### src/rtl/core/dual_cpu_mailbox_fifo_sync_unit_assert.svh
// ----------------------------------------------------------------------------
// Mailbox assertion macros
// Short forms for the concurrent checks at the end of the mailbox top level.
// ----------------------------------------------------------------------------
`ifndef DUAL_CPU_MAILBOX_FIFO_SYNC_UNIT_ASSERT_SVH
`define DUAL_CPU_MAILBOX_FIFO_SYNC_UNIT_ASSERT_SVH

// A condition that must hold at every clock edge outside reset.
`define DCMFS_ASSERT_ALWAYS(lbl, clk, rst, cond, msg) \
   lbl: assert property (@(posedge clk) disable iff (rst) (cond)) else $error(msg);

// A condition that must hold in the cycle after a trigger.
`define DCMFS_ASSERT_NEXT(lbl, clk, rst, ante, cons, msg) \
   lbl: assert property (@(posedge clk) disable iff (rst) (ante) |=> (cons)) else $error(msg);

`endif

### src/rtl/core/dcmfs_pkg.sv
// ----------------------------------------------------------------------------
// Mailbox package
// Operation codes, interrupt kinds, register bit positions and shared types.
// ----------------------------------------------------------------------------
`timescale 1ns / 1ps

package dcmfs_pkg;

   localparam int DATA_W            = 32;
   localparam int MBX_DEPTH_DEFAULT = 16;

   // Bus operations.
   localparam logic [2:0] OP_SYNC_READ  = 3'd0;
   localparam logic [2:0] OP_SYNC_WRITE = 3'd1;
   localparam logic [2:0] OP_CTRL_READ  = 3'd2;
   localparam logic [2:0] OP_CTRL_WRITE = 3'd3;
   localparam logic [2:0] OP_SEND       = 3'd4;
   localparam logic [2:0] OP_RECEIVE    = 3'd5;

   // Interrupt kinds.
   localparam logic [1:0] IRQ_NONE        = 2'd0;
   localparam logic [1:0] IRQ_SYNC        = 2'd1;
   localparam logic [1:0] IRQ_SEND_EMPTY  = 2'd2;
   localparam logic [1:0] IRQ_RECV_FILLED = 2'd3;

   // Sync register bit positions.
   localparam int SYNC_PEER_LSB  = 0;
   localparam int SYNC_OWN_LSB   = 8;
   localparam int SYNC_IRQ_REQ   = 13;
   localparam int SYNC_ACCEPT    = 14;

   // Control register bit positions.
   localparam int CTL_SEND_EMPTY = 0;
   localparam int CTL_SEND_FULL  = 1;
   localparam int CTL_SEND_IE    = 2;
   localparam int CTL_SEND_CLEAR = 3;
   localparam int CTL_RECV_EMPTY = 8;
   localparam int CTL_RECV_FULL  = 9;
   localparam int CTL_RECV_IE    = 10;
   localparam int CTL_ERROR      = 14;
   localparam int CTL_ENABLE     = 15;

   // Per-side flag set.
   typedef struct packed {
      logic enable;
      logic error;
      logic recv_ie;
      logic send_ie;
      logic accept;
   } side_flags_type;

endpackage

### src/rtl/core/dcmfs_ram.sv
// ----------------------------------------------------------------------------
// Generic RAM
// One write port and one read port, read data registered.
// ----------------------------------------------------------------------------
`timescale 1ns / 1ps

module dcmfs_ram #(
   parameter int WIDTH = dcmfs_pkg::DATA_W,
   parameter int DEPTH = 2 * dcmfs_pkg::MBX_DEPTH_DEFAULT
) (
   input  logic                     clock,
   input  logic                     wr_en,
   input  logic [$clog2(DEPTH)-1:0] wr_addr,
   input  logic [WIDTH-1:0]         wr_data,
   input  logic                     rd_en,
   input  logic [$clog2(DEPTH)-1:0] rd_addr,
   output logic [WIDTH-1:0]         rd_data
);

   logic [WIDTH-1:0] mem_ff [DEPTH];
   logic [WIDTH-1:0] rd_data_ff;

   always_ff @(posedge clock) begin
      if (wr_en) begin
         mem_ff[wr_addr] <= wr_data;
      end
      if (rd_en) begin
         rd_data_ff <= mem_ff[rd_addr];
      end
   end

   assign rd_data = rd_data_ff;

endmodule

### src/rtl/core/dual_cpu_mailbox_fifo_sync_unit.sv
// ----------------------------------------------------------------------------
// Dual processor mailbox
// Sync register and one word queue per direction between two processors.
// ----------------------------------------------------------------------------
// Usage: each request transfer on the req_ channel is one bus access by the
// side given in req_side, performing one of six operations (sync read/write,
// control read/write, send, receive). Every request yields exactly one
// response transfer on the rsp_ channel, carrying the read data and at most
// one edge interrupt, given as a kind and a target processor.
// Queue 0 carries words from the main side to the secondary side, queue 1 the
// other way. Both queues share one RAM, each queue taking one half of it.
// The response is registered and appears in the cycle after the request is
// taken. A receive that pops a word reads the RAM first, through the RAM read
// register and then the response register, and the request channel is stalled
// while that read is in flight. One transfer is taken per cycle while the
// response does not stall and no popping receive is waiting for its word.
// The response register lets a new request be taken in the same cycle as the
// waiting response is taken. While the receiver stalls with a response held,
// req_stall is raised and no request is taken.
// Reset (synchronous) empties both queues, clears all flags, sync outputs and
// the last words read; the RAM contents are not cleared, as an entry is never
// read before it is written.
`timescale 1ns / 1ps

module dual_cpu_mailbox_fifo_sync_unit #(
   parameter int MBX_DEPTH = dcmfs_pkg::MBX_DEPTH_DEFAULT
) (
   input  logic        clock,
   input  logic        reset,
   // Request channel.
   input  logic        req_valid,
   output logic        req_stall,
   input  logic [2:0]  req_operation,
   input  logic        req_side,
   input  logic [31:0] req_write_data,
   // Response channel.
   output logic        rsp_valid,
   input  logic        rsp_stall,
   output logic [31:0] rsp_read_data,
   output logic [1:0]  rsp_irq_kind,
   output logic        rsp_irq_target
);

   localparam int PTR_W  = (MBX_DEPTH > 1) ? $clog2(MBX_DEPTH) : 1;
   localparam int CNT_W  = $clog2(MBX_DEPTH + 1);
   localparam int ADDR_W = PTR_W + 1;
   localparam int RAM_DEPTH = 2 << PTR_W;
   localparam logic [CNT_W-1:0] COUNT_FULL = CNT_W'(MBX_DEPTH);
   localparam logic [PTR_W-1:0] HEAD_LAST  = PTR_W'(MBX_DEPTH - 1);
   localparam logic [PTR_W:0]   SLOT_WRAP  = (PTR_W + 1)'(MBX_DEPTH);

   // Queue state, per queue (index is the sending side).
   logic [PTR_W-1:0]            head_ff  [2];
   logic [PTR_W-1:0]            head_in  [2];
   logic [CNT_W-1:0]            count_ff [2];
   logic [CNT_W-1:0]            count_in [2];
   // Per-side state.
   logic [3:0]                  sync_ff  [2];
   logic [3:0]                  sync_in  [2];
   dcmfs_pkg::side_flags_type   flags_ff [2];
   dcmfs_pkg::side_flags_type   flags_in [2];
   logic [31:0]                 last_ff  [2];
   logic [31:0]                 last_in  [2];

   // Pop in flight and response register.
   logic        pending_ff, pending_in;
   logic        pend_side_ff, pend_side_in;
   logic        rsp_valid_ff, rsp_valid_in;
   logic [31:0] rsp_read_data_ff, rsp_read_data_in;
   logic [1:0]  rsp_irq_kind_ff, rsp_irq_kind_in;
   logic        rsp_irq_target_ff, rsp_irq_target_in;

   // RAM access.
   logic              ram_we, ram_re;
   logic [ADDR_W-1:0] ram_wa, ram_ra;
   logic [31:0]       ram_rd_data;

   logic              req_accept;
   logic              s, p;
   logic              pop;
   logic [PTR_W:0]    slot_sum;
   logic [PTR_W:0]    slot;
   logic [31:0]       acc_rd;
   logic [1:0]        acc_kind;
   logic              acc_target;

   // A request is taken when no pop is in flight and the response register
   // is free or is being emptied in this cycle.
   assign req_stall  = pending_ff || (rsp_valid_ff && rsp_stall);
   assign req_accept = req_valid && !req_stall;

   assign s = req_side;
   assign p = ~req_side;

   // Tail slot of the sending side's queue; head and count are both below
   // the depth when a word is written, so one subtraction wraps it.
   assign slot_sum = {1'b0, head_ff[s]} + {1'b0, count_ff[s][PTR_W-1:0]};
   assign slot     = (slot_sum >= SLOT_WRAP) ? (slot_sum - SLOT_WRAP) : slot_sum;

   always_comb begin
      head_in      = head_ff;
      count_in     = count_ff;
      sync_in      = sync_ff;
      flags_in     = flags_ff;
      last_in      = last_ff;
      acc_rd       = '0;
      acc_kind     = dcmfs_pkg::IRQ_NONE;
      acc_target   = 1'b0;
      ram_we       = 1'b0;
      ram_re       = 1'b0;
      ram_wa       = {s, slot[PTR_W-1:0]};
      ram_ra       = {p, head_ff[p]};
      pop          = 1'b0;

      if (req_accept) begin
         unique case (req_operation)
            dcmfs_pkg::OP_SYNC_READ: begin
               acc_rd[dcmfs_pkg::SYNC_PEER_LSB +: 4] = sync_ff[p];
               acc_rd[dcmfs_pkg::SYNC_OWN_LSB +: 4]  = sync_ff[s];
               acc_rd[dcmfs_pkg::SYNC_ACCEPT]        = flags_ff[s].accept;
            end
            dcmfs_pkg::OP_SYNC_WRITE: begin
               sync_in[s]         = req_write_data[dcmfs_pkg::SYNC_OWN_LSB +: 4];
               flags_in[s].accept = req_write_data[dcmfs_pkg::SYNC_ACCEPT];
               // The peer only sees the request if it has opted in.
               if (req_write_data[dcmfs_pkg::SYNC_IRQ_REQ] && flags_ff[p].accept) begin
                  acc_kind   = dcmfs_pkg::IRQ_SYNC;
                  acc_target = p;
               end
            end
            dcmfs_pkg::OP_CTRL_READ: begin
               acc_rd[dcmfs_pkg::CTL_SEND_EMPTY] = (count_ff[s] == '0);
               acc_rd[dcmfs_pkg::CTL_SEND_FULL]  = (count_ff[s] == COUNT_FULL);
               acc_rd[dcmfs_pkg::CTL_SEND_IE]    = flags_ff[s].send_ie;
               acc_rd[dcmfs_pkg::CTL_RECV_EMPTY] = (count_ff[p] == '0);
               acc_rd[dcmfs_pkg::CTL_RECV_FULL]  = (count_ff[p] == COUNT_FULL);
               acc_rd[dcmfs_pkg::CTL_RECV_IE]    = flags_ff[s].recv_ie;
               acc_rd[dcmfs_pkg::CTL_ERROR]      = flags_ff[s].error;
               acc_rd[dcmfs_pkg::CTL_ENABLE]     = flags_ff[s].enable;
            end
            dcmfs_pkg::OP_CTRL_WRITE: begin
               flags_in[s].send_ie = req_write_data[dcmfs_pkg::CTL_SEND_IE];
               flags_in[s].recv_ie = req_write_data[dcmfs_pkg::CTL_RECV_IE];
               flags_in[s].enable  = req_write_data[dcmfs_pkg::CTL_ENABLE];
               flags_in[s].error   = flags_ff[s].error
                                     && !req_write_data[dcmfs_pkg::CTL_ERROR];
               if (req_write_data[dcmfs_pkg::CTL_SEND_CLEAR]) begin
                  head_in[s]  = '0;
                  count_in[s] = '0;
                  if ((count_ff[s] != '0) && req_write_data[dcmfs_pkg::CTL_SEND_IE]) begin
                     acc_kind   = dcmfs_pkg::IRQ_SEND_EMPTY;
                     acc_target = s;
                  end
               end
            end
            dcmfs_pkg::OP_SEND: begin
               if (flags_ff[s].enable) begin
                  if (count_ff[s] == COUNT_FULL) begin
                     flags_in[s].error = 1'b1;
                  end else begin
                     ram_we      = 1'b1;
                     count_in[s] = count_ff[s] + CNT_W'(1);
                     if ((count_ff[s] == '0) && flags_ff[p].recv_ie) begin
                        acc_kind   = dcmfs_pkg::IRQ_RECV_FILLED;
                        acc_target = p;
                     end
                  end
               end
            end
            dcmfs_pkg::OP_RECEIVE: begin
               if (!flags_ff[s].enable) begin
                  acc_rd = last_ff[s];
               end else if (count_ff[p] == '0) begin
                  flags_in[s].error = 1'b1;
                  acc_rd            = last_ff[s];
               end else begin
                  // Word arrives from the RAM in the next cycle.
                  pop         = 1'b1;
                  ram_re      = 1'b1;
                  head_in[p]  = (head_ff[p] == HEAD_LAST) ? '0
                                : head_ff[p] + PTR_W'(1);
                  count_in[p] = count_ff[p] - CNT_W'(1);
                  if ((count_ff[p] == CNT_W'(1)) && flags_ff[p].send_ie) begin
                     acc_kind   = dcmfs_pkg::IRQ_SEND_EMPTY;
                     acc_target = p;
                  end
               end
            end
            default: begin
            end
         endcase
      end

      if (pending_ff) begin
         last_in[pend_side_ff] = ram_rd_data;
      end
   end

   always_comb begin
      pending_in        = req_accept && pop;
      pend_side_in      = req_accept ? s : pend_side_ff;
      rsp_read_data_in  = rsp_read_data_ff;
      rsp_irq_kind_in   = rsp_irq_kind_ff;
      rsp_irq_target_in = rsp_irq_target_ff;
      rsp_valid_in      = rsp_valid_ff && rsp_stall;
      if (req_accept) begin
         rsp_read_data_in  = acc_rd;
         rsp_irq_kind_in   = acc_kind;
         rsp_irq_target_in = acc_target;
         rsp_valid_in      = !pop;
      end else if (pending_ff) begin
         rsp_read_data_in  = ram_rd_data;
         rsp_valid_in      = 1'b1;
      end
   end

   always_ff @(posedge clock) begin
      if (reset) begin
         head_ff[0]   <= '0;
         head_ff[1]   <= '0;
         count_ff[0]  <= '0;
         count_ff[1]  <= '0;
         sync_ff[0]   <= '0;
         sync_ff[1]   <= '0;
         flags_ff[0]  <= '0;
         flags_ff[1]  <= '0;
         last_ff[0]   <= '0;
         last_ff[1]   <= '0;
         pending_ff   <= 1'b0;
         pend_side_ff <= 1'b0;
         rsp_valid_ff <= 1'b0;
      end else begin
         head_ff      <= head_in;
         count_ff     <= count_in;
         sync_ff      <= sync_in;
         flags_ff     <= flags_in;
         last_ff      <= last_in;
         pending_ff   <= pending_in;
         pend_side_ff <= pend_side_in;
         rsp_valid_ff <= rsp_valid_in;
      end
   end

   always_ff @(posedge clock) begin
      rsp_read_data_ff  <= rsp_read_data_in;
      rsp_irq_kind_ff   <= rsp_irq_kind_in;
      rsp_irq_target_ff <= rsp_irq_target_in;
   end

   dcmfs_ram #(
      .WIDTH (dcmfs_pkg::DATA_W),
      .DEPTH (RAM_DEPTH)
   ) u_queue_ram (
      .clock   (clock),
      .wr_en   (ram_we),
      .wr_addr (ram_wa),
      .wr_data (req_write_data),
      .rd_en   (ram_re),
      .rd_addr (ram_ra),
      .rd_data (ram_rd_data)
   );

   assign rsp_valid      = rsp_valid_ff;
   assign rsp_read_data  = rsp_read_data_ff;
   assign rsp_irq_kind   = rsp_irq_kind_ff;
   assign rsp_irq_target = rsp_irq_target_ff;

   // Checks.
`include "dual_cpu_mailbox_fifo_sync_unit_assert.svh"

   `DCMFS_ASSERT_NEXT(a_pop_completes, clock, reset, pending_ff, !pending_ff && rsp_valid_ff, "pop did not complete in one cycle")
   `DCMFS_ASSERT_ALWAYS(a_no_take_during_pop, clock, reset, !(pending_ff && req_accept), "request taken while a pop was in flight")
   `DCMFS_ASSERT_ALWAYS(a_count_bound, clock, reset, (count_ff[0] <= COUNT_FULL) && (count_ff[1] <= COUNT_FULL), "queue count beyond depth")
   `DCMFS_ASSERT_ALWAYS(a_quiet_target, clock, reset, !(rsp_valid_ff && (rsp_irq_kind_ff == dcmfs_pkg::IRQ_NONE) && rsp_irq_target_ff), "interrupt target set without a kind")

endmodule

### config.mk
export PLATFORM = sky130hd
export DESIGN_NAME = dual_cpu_mailbox_fifo_sync_unit
export DESIGN_NICKNAME = d
export VERILOG_FILES = /design/src/rtl/core/dcmfs_pkg.sv /design/src/rtl/core/dcmfs_ram.sv /design/src/rtl/core/dual_cpu_mailbox_fifo_sync_unit.sv
export VERILOG_INCLUDE_DIRS = /design/src /design/src/rtl/core
export SDC_FILE = /design/constraint.sdc
export NUM_CORES = 1
export LEC_CHECK = 0
export BUFFER_PORTS_ARGS = -buffer_cell sky130_fd_sc_hd__buf_2
export CORE_MARGIN = 5
export CORE_UTILIZATION = 41
export CTS_CLUSTER_SIZE = 40
export DETAILED_ROUTE_END_ITERATION = 10
export GPL_TIMING_DRIVEN = 0
export SETUP_SLACK_MARGIN = 0.2
export SLEW_MARGIN = 10
export SYNTH_ARGS = -nofsm -noshare
export SYNTH_HDL_FRONTEND = slang
export SYNTH_SLANG_ARGS = --single-unit
### constraint.sdc
create_clock -name clock -period 6.33 [get_ports clock]
set_input_delay 0.3165 -clock clock [delete_from_list [all_inputs] [get_ports clock]]
set_output_delay 0.3165 -clock clock [all_outputs]
set_load 0.02 [all_outputs]
After elaboration in Yosys (flattened, before gate mapping). Memory sizes are Yosys's and may differ from the RTL's. A register that Yosys moved wholly into a read port is not among the register bits. Cells that the tools add are included.

Memories kept: 1. Bits in writable memories: 1024. Bits of input ports: 40. Flip-flop bits (word level): 138. Logic and storage cells: 208. Output and inout bits: 37.

Memory list: u_queue_ram.mem_ff (depth 32, bits a word 32, rd ports 1, clocked after Yosys merged registers in 1, wr ports 1, line dcmfs_ram.sv:20) `logic [WIDTH-1:0] mem_ff [DEPTH];`.

Muxes and demuxes: 120. Bitwise logic cells: 8. $lt $le $gt $ge: 7. Add/subtract/negate cells: 5. Reduce and logical (&&, ||, !) cells: 27. Equality and inequality tests: 16.

Operator list (count): 2-to-1 mux 32 bit (8); 2-to-1 mux 10 bit (9); bitwise mux 10 bit (8); 2-to-1 mux 4 bit (18); bitwise mux 64 bit (1); 2-to-1 mux 5 bit (12); case mux 10 bit (4 select lines) (1); demux 5 bit (select 1 bit) (7); demux 32 bit (select 1 bit) (1); case mux 10 bit (3 select lines) (1); 2-to-1 mux 8 bit (3); 2-to-1 mux 1 bit (23); 2-to-1 mux 2 bit (10); case mux 3 bit (3 select lines) (2); bitwise mux 8 bit (2); 2-to-1 mux 16 bit (1); case mux 8 bit (2 select lines) (1); != test 2 bit, second input constant (7); 2-to-1 mux 3 bit (4); logical AND 1 bit (11); bitwise AND 10 bit (1); == test 5 bit, second input constant (2); zero test 5 bit (2); NOT 10 bit (1); 33 further kinds (47).

Longest topological paths before layout. Gate-level depths: netlist of the first run.

Depth in word-level cells: 12. Mapped depth: 15. Mapped depth without buffers: 9.

By module. From an unflattened synthesis of the first run, not the netlist that was laid out.

Cells, all modules: 3052. Area, all modules: 47982.3 um2.

Modules (own cells, without submodules): dcmfs_ram (instances 1, sequential area each 31710.4 um2, area an instance 40812.9 um2, cells each 2260); dual_cpu_mailbox_fifo_sync_unit (instances 1, sequential area each 3113.0 um2, area an instance 7169.4 um2, cells each 792).

Least setup slack after synthesis of the first run. OpenSTA, ideal clock, no wires.

Path type: input to register. Start: input req_side. End: memory u_queue_ram.mem_ff[16][0] in the netlist's numbering (enable). Arrival: 4.415 ns. Data required time: 5.909 ns. Stages on the path: 12. Setup time: 0.421 ns. Path buffers: 8. Setup slack: 1.494 ns. Cell sequence: buf_6 > buf_6 > buf_6 > buf_4 > buf_2 > buf_2 > buf_2 > mux2_2 > fa_1 > or4_1 > clkbuf_1 > nor2_1.

Cells in the longest elaborated chain, start to end: 11. Elaborated cells on any way between the ends: 21. Classes of those cells: add/sub: 2; order compare: 1; eq/ne: 1; mux: 16; bitwise: 1.

Ends and longest elaborated chain: start: declaration (line dual_cpu_mailbox_fifo_sync_unit.sv:34) `input logic req_side,`; parallel branches: the longest is 11 deep, another holds adder 4 x 4 -> 5 bit; end: declaration (line dcmfs_ram.sv:20).

Parallel ways; which one is timed is not known. The select of a mux whose other input is x is not followed.

Final worst setup path of the first run.
Start: register head_ff[1] in the netlist's numbering. End: memory u_queue_ram.mem_ff[5][24] in the netlist's numbering (enable).

Cells in the longest elaborated chain, start to end: 6. Elaborated cells on any way between the ends: 7. Classes of those cells: add/sub: 2; order compare: 1; mux: 4.

Ends and longest elaborated chain: start: declaration (line dual_cpu_mailbox_fifo_sync_unit.sv:53) `logic [PTR_W-1:0] head_ff [2];`; start signal: assignment (line dual_cpu_mailbox_fifo_sync_unit.sv:233) `head_ff <= head_in;`; 2-to-1 mux 4 bit (not written as such) (*) (3 in series) (line dual_cpu_mailbox_fifo_sync_unit.sv:97) `assign slot_sum = {1'b0, head_ff[s]} + {1'b0, count_ff[s][PTR_W-1:0]};`; adder 4 x 4 -> 5 bit (*) (line dual_cpu_mailbox_fifo_sync_unit.sv:97); subtractor 4 x 1 -> 4 bit / greater-or-equal comparator 5 bit (equally long branches) (line dual_cpu_mailbox_fifo_sync_unit.sv:98) `assign slot = (slot_sum >= SLOT_WRAP) ? (slot_sum - SLOT_WRAP) : slot_sum;`; 2-to-1 mux 4 bit (*) (line dual_cpu_mailbox_fifo_sync_unit.sv:98).

Every way passes the cells marked *; elsewhere a longest branch is shown, timed or not. The select of a mux whose other input is x is not followed.

==> results.sh, run 1 <==
export IMPL_run_status="completed"
export IMPL_synthesis_nets=3748
export IMPL_grt_ovfl_total=0
export IMPL_drv_slew=0
export IMPL_min_path_type="in -> reg"
export IMPL_detail_route_drc_violations=0
export IMPL_drive_gt1_share_pct=12.2
export IMPL_half_perimeter_wire_length_after_detailed_placement_mm=107
export IMPL_syn_mean_instance_area_um2=13.4
export IMPL_tritoncts="built"
export IMPL_yosys_area_top_type="sky130_fd_sc_hd__edfxtp_1"
export IMPL_min_period_over_period_pct=78.7
export IMPL_maxClockFrequency_mhz=201
export IMPL_reported_leakage_power_nw=18.3
export IMPL_timing_setup_critical_path_class="reg -> reg"
export IMPL_path_clk_slew_ns=0.06
export IMPL_antenna_cells=0
export IMPL_rrSetupSlack_ns=1.35
export IMPL_layout_commonest_cell="sky130_fd_sc_hd__edfxtp_1"
export IMPL_die_height_um=357
export IMPL_synthDominantCellAreaShare_pct=66.3
export IMPL_initial_antenna_violation_count=8
export IMPL_utilization_pct=47.2
export IMPL_post_synth_inst_count=3699
export IMPL_synth_async_reset_ratio_pct=0
export IMPL_cts_buffer_depth=3
export IMPL_detailedRoute_firstPassIterationCount=6
export IMPL_clock_sink_count=1194
export IMPL_ant_nets=0
export IMPL_timing_clock_skew_ns=0.0413
export IMPL_worst_path_max_delay_cell="sky130_fd_sc_hd__nand4b_1"
export IMPL_ys_top_cells_by_area="sky130_fd_sc_hd__edfxtp_1 66%, sky130_fd_sc_hd__nand2_1 4.6%, sky130_fd_sc_hd__dfxtp_1 4.2%"
export IMPL_synth_distinct_cells=85
export IMPL_cellPowerDensity_nw_per_um2=281
export IMPL_synth_ff_type="sky130_fd_sc_hd__edfxtp_1"
export IMPL_global_route_usage_total_pct=23.5
export IMPL_finalWorstPathRequiredPeriod_ns=4.98
export IMPL_vias_per_cell=5.96
export IMPL_first_pass_grt_wire_length_mm=221
export IMPL_final_cell_mix="1091 x sky130_fd_sc_hd__edfxtp_1, 606 x sky130_fd_sc_hd__nand2_1, 226 x sky130_fd_sc_hd__a21oi_1, 165 x sky130_fd_sc_hd__clkbuf_1, 162 x sky130_fd_sc_hd__buf_2"
export IMPL_peakVddDrop_mv=0.220
export IMPL_port_buffer_count=73
export IMPL_pin_count_of_the_biggest_net_entering_global_routing=39
export IMPL_timing_critical_path_slowest_cell_delay_ns=1.01
export IMPL_ctsResizeCount=0
export IMPL_vias=33600
export IMPL_floorplan_die_area_um2=128000
export IMPL_rsz_0062_raised_after_global_routing="no"
export IMPL_avgRoutedWirePerCell_um=27.1
export IMPL_final_stage_net_count=3977
export IMPL_area_growth_synth_to_final_pct=14.5
export IMPL_floorplan_core_area_um2=120000
export IMPL_drt_total_wl_mm=153
export IMPL_ys_ff_latch=1194
export IMPL_synth_seq_area_share_pct=70.5
export IMPL_cts_inserted_buffers=117
export IMPL_critPathLaunch="head_ff[1]"
export IMPL_placed_cell_area_um2=52800
export IMPL_clock_root_buffer="sky130_fd_sc_hd__clkbuf_16"
export IMPL_worst_ep_arrival_time_ns=5.36
export IMPL_crit_reg2reg_capture="u_queue_ram.mem_ff[5][24]"
export IMPL_critPathMostFrequentCell="sky130_fd_sc_hd__clkbuf_1"
export IMPL_critical_path_max_fanout=17
export IMPL_timing_critical_path_cells="buf_2 -> clkbuf_1 -> clkbuf_1 -> mux2_2 -> fa_1 -> nand4b_1 -> nor2_4 -> buf_16"
export IMPL_pin_slew_with_the_least_headroom_to_its_limit_ns=1.39
export IMPL_vias_in_the_first_global_route=32200
export IMPL_htreeDepth=3
export IMPL_timing_rr_start="head_ff[1]"
export IMPL_synth_edf_count=1091
export IMPL_final_area_um2=56600
export IMPL_initial_core_util_pct=41.3
export IMPL_report_final_hold_viol_count=0
export IMPL_cp_data_required_time_ns=6.71
export IMPL_synthesis_area_um2=49400
export IMPL_dr_first_iter_drc_count=4022
export IMPL_die_w_um=357
export IMPL_crit_path_end="u_queue_ram.mem_ff[5][24]"
export IMPL_max_cap_viol_count=0
export IMPL_design_portCount=77
export IMPL_place_congestion=0.922
export IMPL_setup_viol_count_final=0
export IMPL_row_count=127
export IMPL_max_slew_margin_pct=7.55
export IMPL_yosysWarnings=0
export IMPL_worst_case_reg_to_reg_path_depth=8
export IMPL_start_kind="flip-flop"
export IMPL_timing_critical_path_to_type="flip-flop"
export IMPL_clkLatencyLatePin_ns=0.71
-- kinds of logic after synthesis --
kind of cell,after synthesis,share of synthesized area [%]
AOI/OAI and AO/OA,874,12.3
adders and majority gates,9,0.243
and+or+nand+nor,1179,11.0
buffers and inverters,334,2.97
xor gates and xnor gates,9,0.159
DFF,1194,70.5
muxes,100,2.91
-- worst max-delay path, delay by kind of cell (launching register included) --
family                     cells  cell delay, ns
muxes                          1            0.32
DFF                            1            0.32
adders and majority gates      1            0.46
buffers and inverters          4            1.54
and+or+nand+nor                2            1.98
-- state kept, by name, indices dropped and copies added (netlist names) --
| name | cells |
|---|---|
| count_ff | 10 |
| flags_ff | 10 |
| head_ff | 8 |
| last_ff | 64 |
| pend_side_ff | 1 |
| pending_ff | 1 |
| rsp_irq_kind | 2 |
| rsp_irq_target | 1 |
| rsp_read_data | 32 |
| rsp_valid | 1 |
| sync_ff | 8 |
| u_queue_ram.mem_ff | 1024 |
| u_queue_ram.rd_data | 32 |
-- synthesized netlist by cell type, types with 4 or more instances --
master and instances:
sky130_fd_sc_hd__a2111oi_0 35, sky130_fd_sc_hd__buf_2 89, sky130_fd_sc_hd__o211ai_1 79, sky130_fd_sc_hd__o21ai_1 10
sky130_fd_sc_hd__a2111oi_2 11, sky130_fd_sc_hd__a21oi_1 226, sky130_fd_sc_hd__nand2_1 606, sky130_fd_sc_hd__nor2b_1 21
sky130_fd_sc_hd__nor4_1 35, sky130_fd_sc_hd__xnor2_1 4, sky130_fd_sc_hd__a22oi_1 65, sky130_fd_sc_hd__or3_1 29
sky130_fd_sc_hd__mux2i_1 58, sky130_fd_sc_hd__o21bai_1 33, sky130_fd_sc_hd__a211oi_1 138, sky130_fd_sc_hd__o31ai_1 30
sky130_fd_sc_hd__ha_1 8, sky130_fd_sc_hd__nand4b_1 6, sky130_fd_sc_hd__nand3_1 114, sky130_fd_sc_hd__nor4b_1 6
sky130_fd_sc_hd__xor2_1 5, sky130_fd_sc_hd__inv_1 51, sky130_fd_sc_hd__edfxtp_1 1091, sky130_fd_sc_hd__a221oi_1 64
sky130_fd_sc_hd__mux2_2 7, sky130_fd_sc_hd__o21ai_0 31, sky130_fd_sc_hd__a21o_1 4, sky130_fd_sc_hd__nand2b_1 114
sky130_fd_sc_hd__clkbuf_1 144, sky130_fd_sc_hd__a31oi_1 37, sky130_fd_sc_hd__mux4_2 33, sky130_fd_sc_hd__a2111oi_1 13
sky130_fd_sc_hd__nand3b_1 4, sky130_fd_sc_hd__dfxtp_1 103, sky130_fd_sc_hd__nand4_1 34, sky130_fd_sc_hd__buf_6 8
sky130_fd_sc_hd__o22ai_1 62, sky130_fd_sc_hd__buf_4 10, sky130_fd_sc_hd__nor2_1 120, sky130_fd_sc_hd__buf_1 29
sky130_fd_sc_hd__a22o_1 4, sky130_fd_sc_hd__nor3_1 63
-- timing repair --
item / 4_1_cts / 5_1_grt
buffers inserted: 0 / 0
hold buffers: 2 / 0
hold endpoints to repair: 1 / 0
-- area by class of cell --
class,count,area (um^2)
buffer,280,1260
clock buffer,151,3200
clock inverter,64,557
fill,10600,63200
inverter,54,206
multi-input combinational,2171,13400
sequential,1194,34800
tap,1612,2020
timing repair buffer,110,1130
-- where the power goes --
part / total [W] / internal, W / switching [W]
combinational: 0.000387 / 0.0000755 / 0.000312
sequential: 0.00861 / 0.00861 / 0.00000438
clock: 0.00688 / 0.00391 / 0.00298
-- through the flow --
step	std cells	hold slack, ns	setup slack, ns	power (W)	TNS [ns]
after floorplan	3699	0.415	1.49	0.00893	0
after global placement	5384	0.438	-0.953	0.00916	-549.02
after detailed placement	5417	0.447	0.742	0.00917	0
after CTS	5634	0.0397	1.31	0.0159	0
after global routing	5636	0.0916	1.15	0.0163	0
final	5636	0.0717	1.35	0.0159	0
-- worst min-delay path by stage --
stage                                 start                       end  slack (ns)  cells after the start
after global placement          last_ff[15]               last_ff[15]        0.44                      2
after detailed placement        last_ff[45]               last_ff[45]        0.45                      2
after global routing               req_side                head_ff[0]        0.09                      3
final                              req_side                head_ff[0]        0.07                      3
after CTS                          req_side                head_ff[0]        0.04                      3
after floorplan           req_write_data[0]  u_queue_ram.mem_ff[0][0]        0.42                      0
-- routing by layer --
metal,vias up,wire (um),GRT usage [%]
li1,14700,-,-
met1,16900,62000,31.8
met2,1634,69400,36.7
met3,326,12600,4.03
met4,2,8590,11.8
met5,-,13,0
No activity file was read; power rests on OpenSTA's default activity.
==> inputs of run 2 (changes only) <==
==> constraint.sdc (replaced) <==
create_clock -name clock -period 4 [get_ports clock]
set_input_delay 0.2 -clock clock [delete_from_list [all_inputs] [get_ports clock]]
set_output_delay 0.2 -clock clock [all_outputs]
set_load 0.02 [all_outputs]
==> run 2 against run 1 <==
The run now ends with max-capacitance violations, max-slew violations, negative setup slack left. Clock skew fell by 0.014 ns. Via count is 2.8% higher. Design area grew 2.4%. Largest power group unchanged. Highest routed layer is now met4.
==> results.sh, run 2 (synthesized netlist as in run 1, its figures left out) <==
export IMPL_clock_sink_count=1194
export IMPL_die_w_um=357
export IMPL_setup_viol_count_final=1
export IMPL_die_height_um=357
export IMPL_dpl_cell_count=5385
export IMPL_final_stage_net_count=4096
export IMPL_grtUsageMet3_pct=4.20
export IMPL_filler_cell_count=10400
export IMPL_pin_slew_with_the_least_headroom_to_its_limit_ns=1.67
export IMPL_worst_ep_arrival_time_ns=4.37
export IMPL_max_slew_margin_pct=-13.9
export IMPL_critical_path_n_buffers_inverters=2
export IMPL_vias_in_the_first_global_route=32300
export IMPL_min_path_type="in -> reg"
export IMPL_initial_core_util_pct=41.3
export IMPL_timing_critical_path_slowest_cell_delay_ns=1.37
export IMPL_finalWorstSetupSlack_ns=-0.00364
export IMPL_global_route_usage_met1_pct=32.9
export IMPL_reported_leakage_power_nw=18.9
export IMPL_worst_path_max_delay_cell="sky130_fd_sc_hd__a2111oi_0"
export IMPL_max_cap_viol_count=1
export IMPL_cts_inserted_buffers=120
export IMPL_critical_path_max_fanout=10
export IMPL_grt_ovfl_total=0
export IMPL_floorplan_die_area_um2=128000
export IMPL_critPathMostFrequentCell="sky130_fd_sc_hd__clkbuf_1"
export IMPL_timing_critical_path_cells="clkbuf_1 -> nand3b_2 -> a21o_1 -> clkbuf_1 -> a21oi_1 -> a2111oi_0 -> a221oi_2"
export IMPL_detail_route_drc_violations=0
export IMPL_crit_path_end="u_queue_ram.rd_data[1]"
export IMPL_vias=34500
export IMPL_first_pass_grt_wire_length_mm=225
export IMPL_place_congestion=0.921
export IMPL_violated_checks="max-capacitance violations, max-slew violations, negative setup slack"
export IMPL_final_cell_mix="1091 x sky130_fd_sc_hd__edfxtp_1, 602 x sky130_fd_sc_hd__nand2_1, 225 x sky130_fd_sc_hd__a21oi_1, 159 x sky130_fd_sc_hd__clkbuf_1, 154 x sky130_fd_sc_hd__buf_2"
export IMPL_tritoncts="built"
export IMPL_largest_register_ff_count=1024
export IMPL_clock_root_buffer="sky130_fd_sc_hd__clkbuf_16"
export IMPL_drv_slew=2
export IMPL_layout_cells_non_filler=5765
export IMPL_clkLatencyLatePin_ns=0.72
export IMPL_path_clk_slew_ns=0.06
export IMPL_timing_rr_start="head_ff[4]"
export IMPL_cp_data_required_time_ns=4.36
export IMPL_rrSetupSlack_ns=-0.004
export IMPL_critical_path_depth=7
export IMPL_area_growth_synth_to_final_pct=17.3
export IMPL_cellPowerDensity_nw_per_um2=434
export IMPL_rsz_0062_raised_after_global_routing="yes"
export IMPL_drt_total_wl_mm=160
export IMPL_cts_buffer_depth=3
export IMPL_registers_top_by_ff_count="u_queue_ram.mem_ff"
export IMPL_avgRoutedWirePerCell_um=27.8
export IMPL_cp_top_family="compound AO/OA/AOI/OAI gates"
export IMPL_design_portCount=77
export IMPL_layout_commonest_cell="sky130_fd_sc_hd__edfxtp_1"
export IMPL_timing_clock_skew_ns=0.0277
export IMPL_initial_antenna_violation_count=11
export IMPL_timing_setup_critical_path_class="reg -> reg"
export IMPL_reg_largest_list="u_queue_ram.mem_ff: 1024 flops, last_ff: 64 flops"
export IMPL_drive_gt1_share_pct=15.4
export IMPL_port_buffer_count=73
export IMPL_row_count=127
export IMPL_dr_first_iter_drc_count=4895
export IMPL_critPathLaunch="head_ff[4]"
export IMPL_peakVddDrop_mv=0.384
export IMPL_floorplan_core_area_um2=120000
export IMPL_vias_per_cell=5.99
export IMPL_ant_nets=0
export IMPL_global_route_usage_total_pct=24.1
export IMPL_maxClockFrequency_mhz=250
export IMPL_run_status="finished with violations"
export IMPL_detailedRoute_firstPassIterationCount=6
export IMPL_post_layout_total_power_w=0.0252
export IMPL_min_period_over_period_pct=100
export IMPL_crit_reg2reg_capture="u_queue_ram.rd_data[1]"
export IMPL_report_final_hold_viol_count=0
export IMPL_half_perimeter_wire_length_after_detailed_placement_mm=103
export IMPL_htreeDepth=3
export IMPL_pin_count_of_the_biggest_net_entering_global_routing=39
export IMPL_finalWorstPathRequiredPeriod_ns=4.00
export IMPL_start_kind="flip-flop"
export IMPL_worst_case_reg_to_reg_path_depth=7
export IMPL_sequential_cell_area_um2=34800
export IMPL_use_met2_pct=37.1
export IMPL_timing_critical_path_to_type="flip-flop"
export IMPL_multiInputGateArea_um2=13800
export IMPL_globalRoute_busiestLayer="met2"
## run 2: cell count changes in the layout (fill, tap and decap cells not counted), moves of 11 or more
cell and change:
sky130_fd_sc_hd__buf_4 +67, sky130_fd_sc_hd__buf_12 +30, sky130_fd_sc_hd__nor2_4 +19, sky130_fd_sc_hd__nor2_2 +11
## run 2: layer usage
metal | share of wire, % | up-vias
li1 | - | 15000
met1 | 40 | 17200
met2 | 45 | 1939
met3 | 9.8 | 346
met4 | 5.9 | 0
met5 | 0 | -
## run 2: metrics by stage
stage | utilization (%) | hold WS (ns) | cell area, um^2 | setup TNS (ns) | setup slack (ns)
2_1_floorplan | - | 0.299 | 49700 | 0 | 0.126
3_3_place_gp | 43.5 | 0.440 | 52100 | -1150.30 | -1.32
3_5_place_dp | 43.5 | 0.446 | 52100 | -1194.48 | -1.36
4_1_cts | 47.3 | 0.00512 | 56700 | -418.45 | -0.830
6_report | 48.4 | 0.0357 | 58000 | -0.00364 | -0.00364
5_1_grt | 48.4 | 0.0397 | 58000 | 0 | 0.0753
## run 2: worst min-delay path by stage
stage / start / cells after the start / endpoint / slack [ns]
after global routing: req_write_data[6] / 1 / u_queue_ram.mem_ff[20][6] / 0.04
after floorplan: req_write_data[0] / 0 / u_queue_ram.mem_ff[0][0] / 0.30
final: req_write_data[25] / 1 / u_queue_ram.mem_ff[20][25] / 0.04
after CTS: req_write_data[1] / 1 / u_queue_ram.mem_ff[20][1] / 0.005
after global placement: last_ff[15] / 2 / last_ff[15] / 0.44
after detailed placement: last_ff[19] / 2 / last_ff[19] / 0.45
## run 2: cell type report
cell class | instances | area share, %
multi-input combinational | 2199 | 23.9
clock inverter | 78 | 1.07
tap | 1612 | 3.48
antenna | 3 | 0.0129
buffer | 280 | 2.28
inverter | 54 | 0.356
clock buffer | 147 | 5.43
timing repair buffer | 198 | 3.43
sequential | 1194 | 60.1
## run 2: what timing repair did
item,in CTS,in global routing
hold endpoints to repair,2,0
resized for setup,11,58
cloned,16,12
setup endpoints to repair,1047,1040
buffers inserted,52,63
pin swaps,28,37
hold buffers,3,0
## run 2: power breakdown
part	internal (W)	total (W)	switching (W)
clock network	0.00615	0.0109	0.00477
logic	0.000128	0.000629	0.000501
registers	0.0136	0.0136	0.00000751
## run 2: worst register-to-register path: stages, from the launching register on
cell and delay, ns:
sky130_fd_sc_hd__dfxtp_1 0.42, sky130_fd_sc_hd__clkbuf_1 0.35, sky130_fd_sc_hd__nand3b_2 0.27, sky130_fd_sc_hd__a21o_1 0.30, sky130_fd_sc_hd__clkbuf_1 0.54, sky130_fd_sc_hd__a21oi_1 0.09
sky130_fd_sc_hd__a2111oi_0 1.37, sky130_fd_sc_hd__a221oi_2 0.30
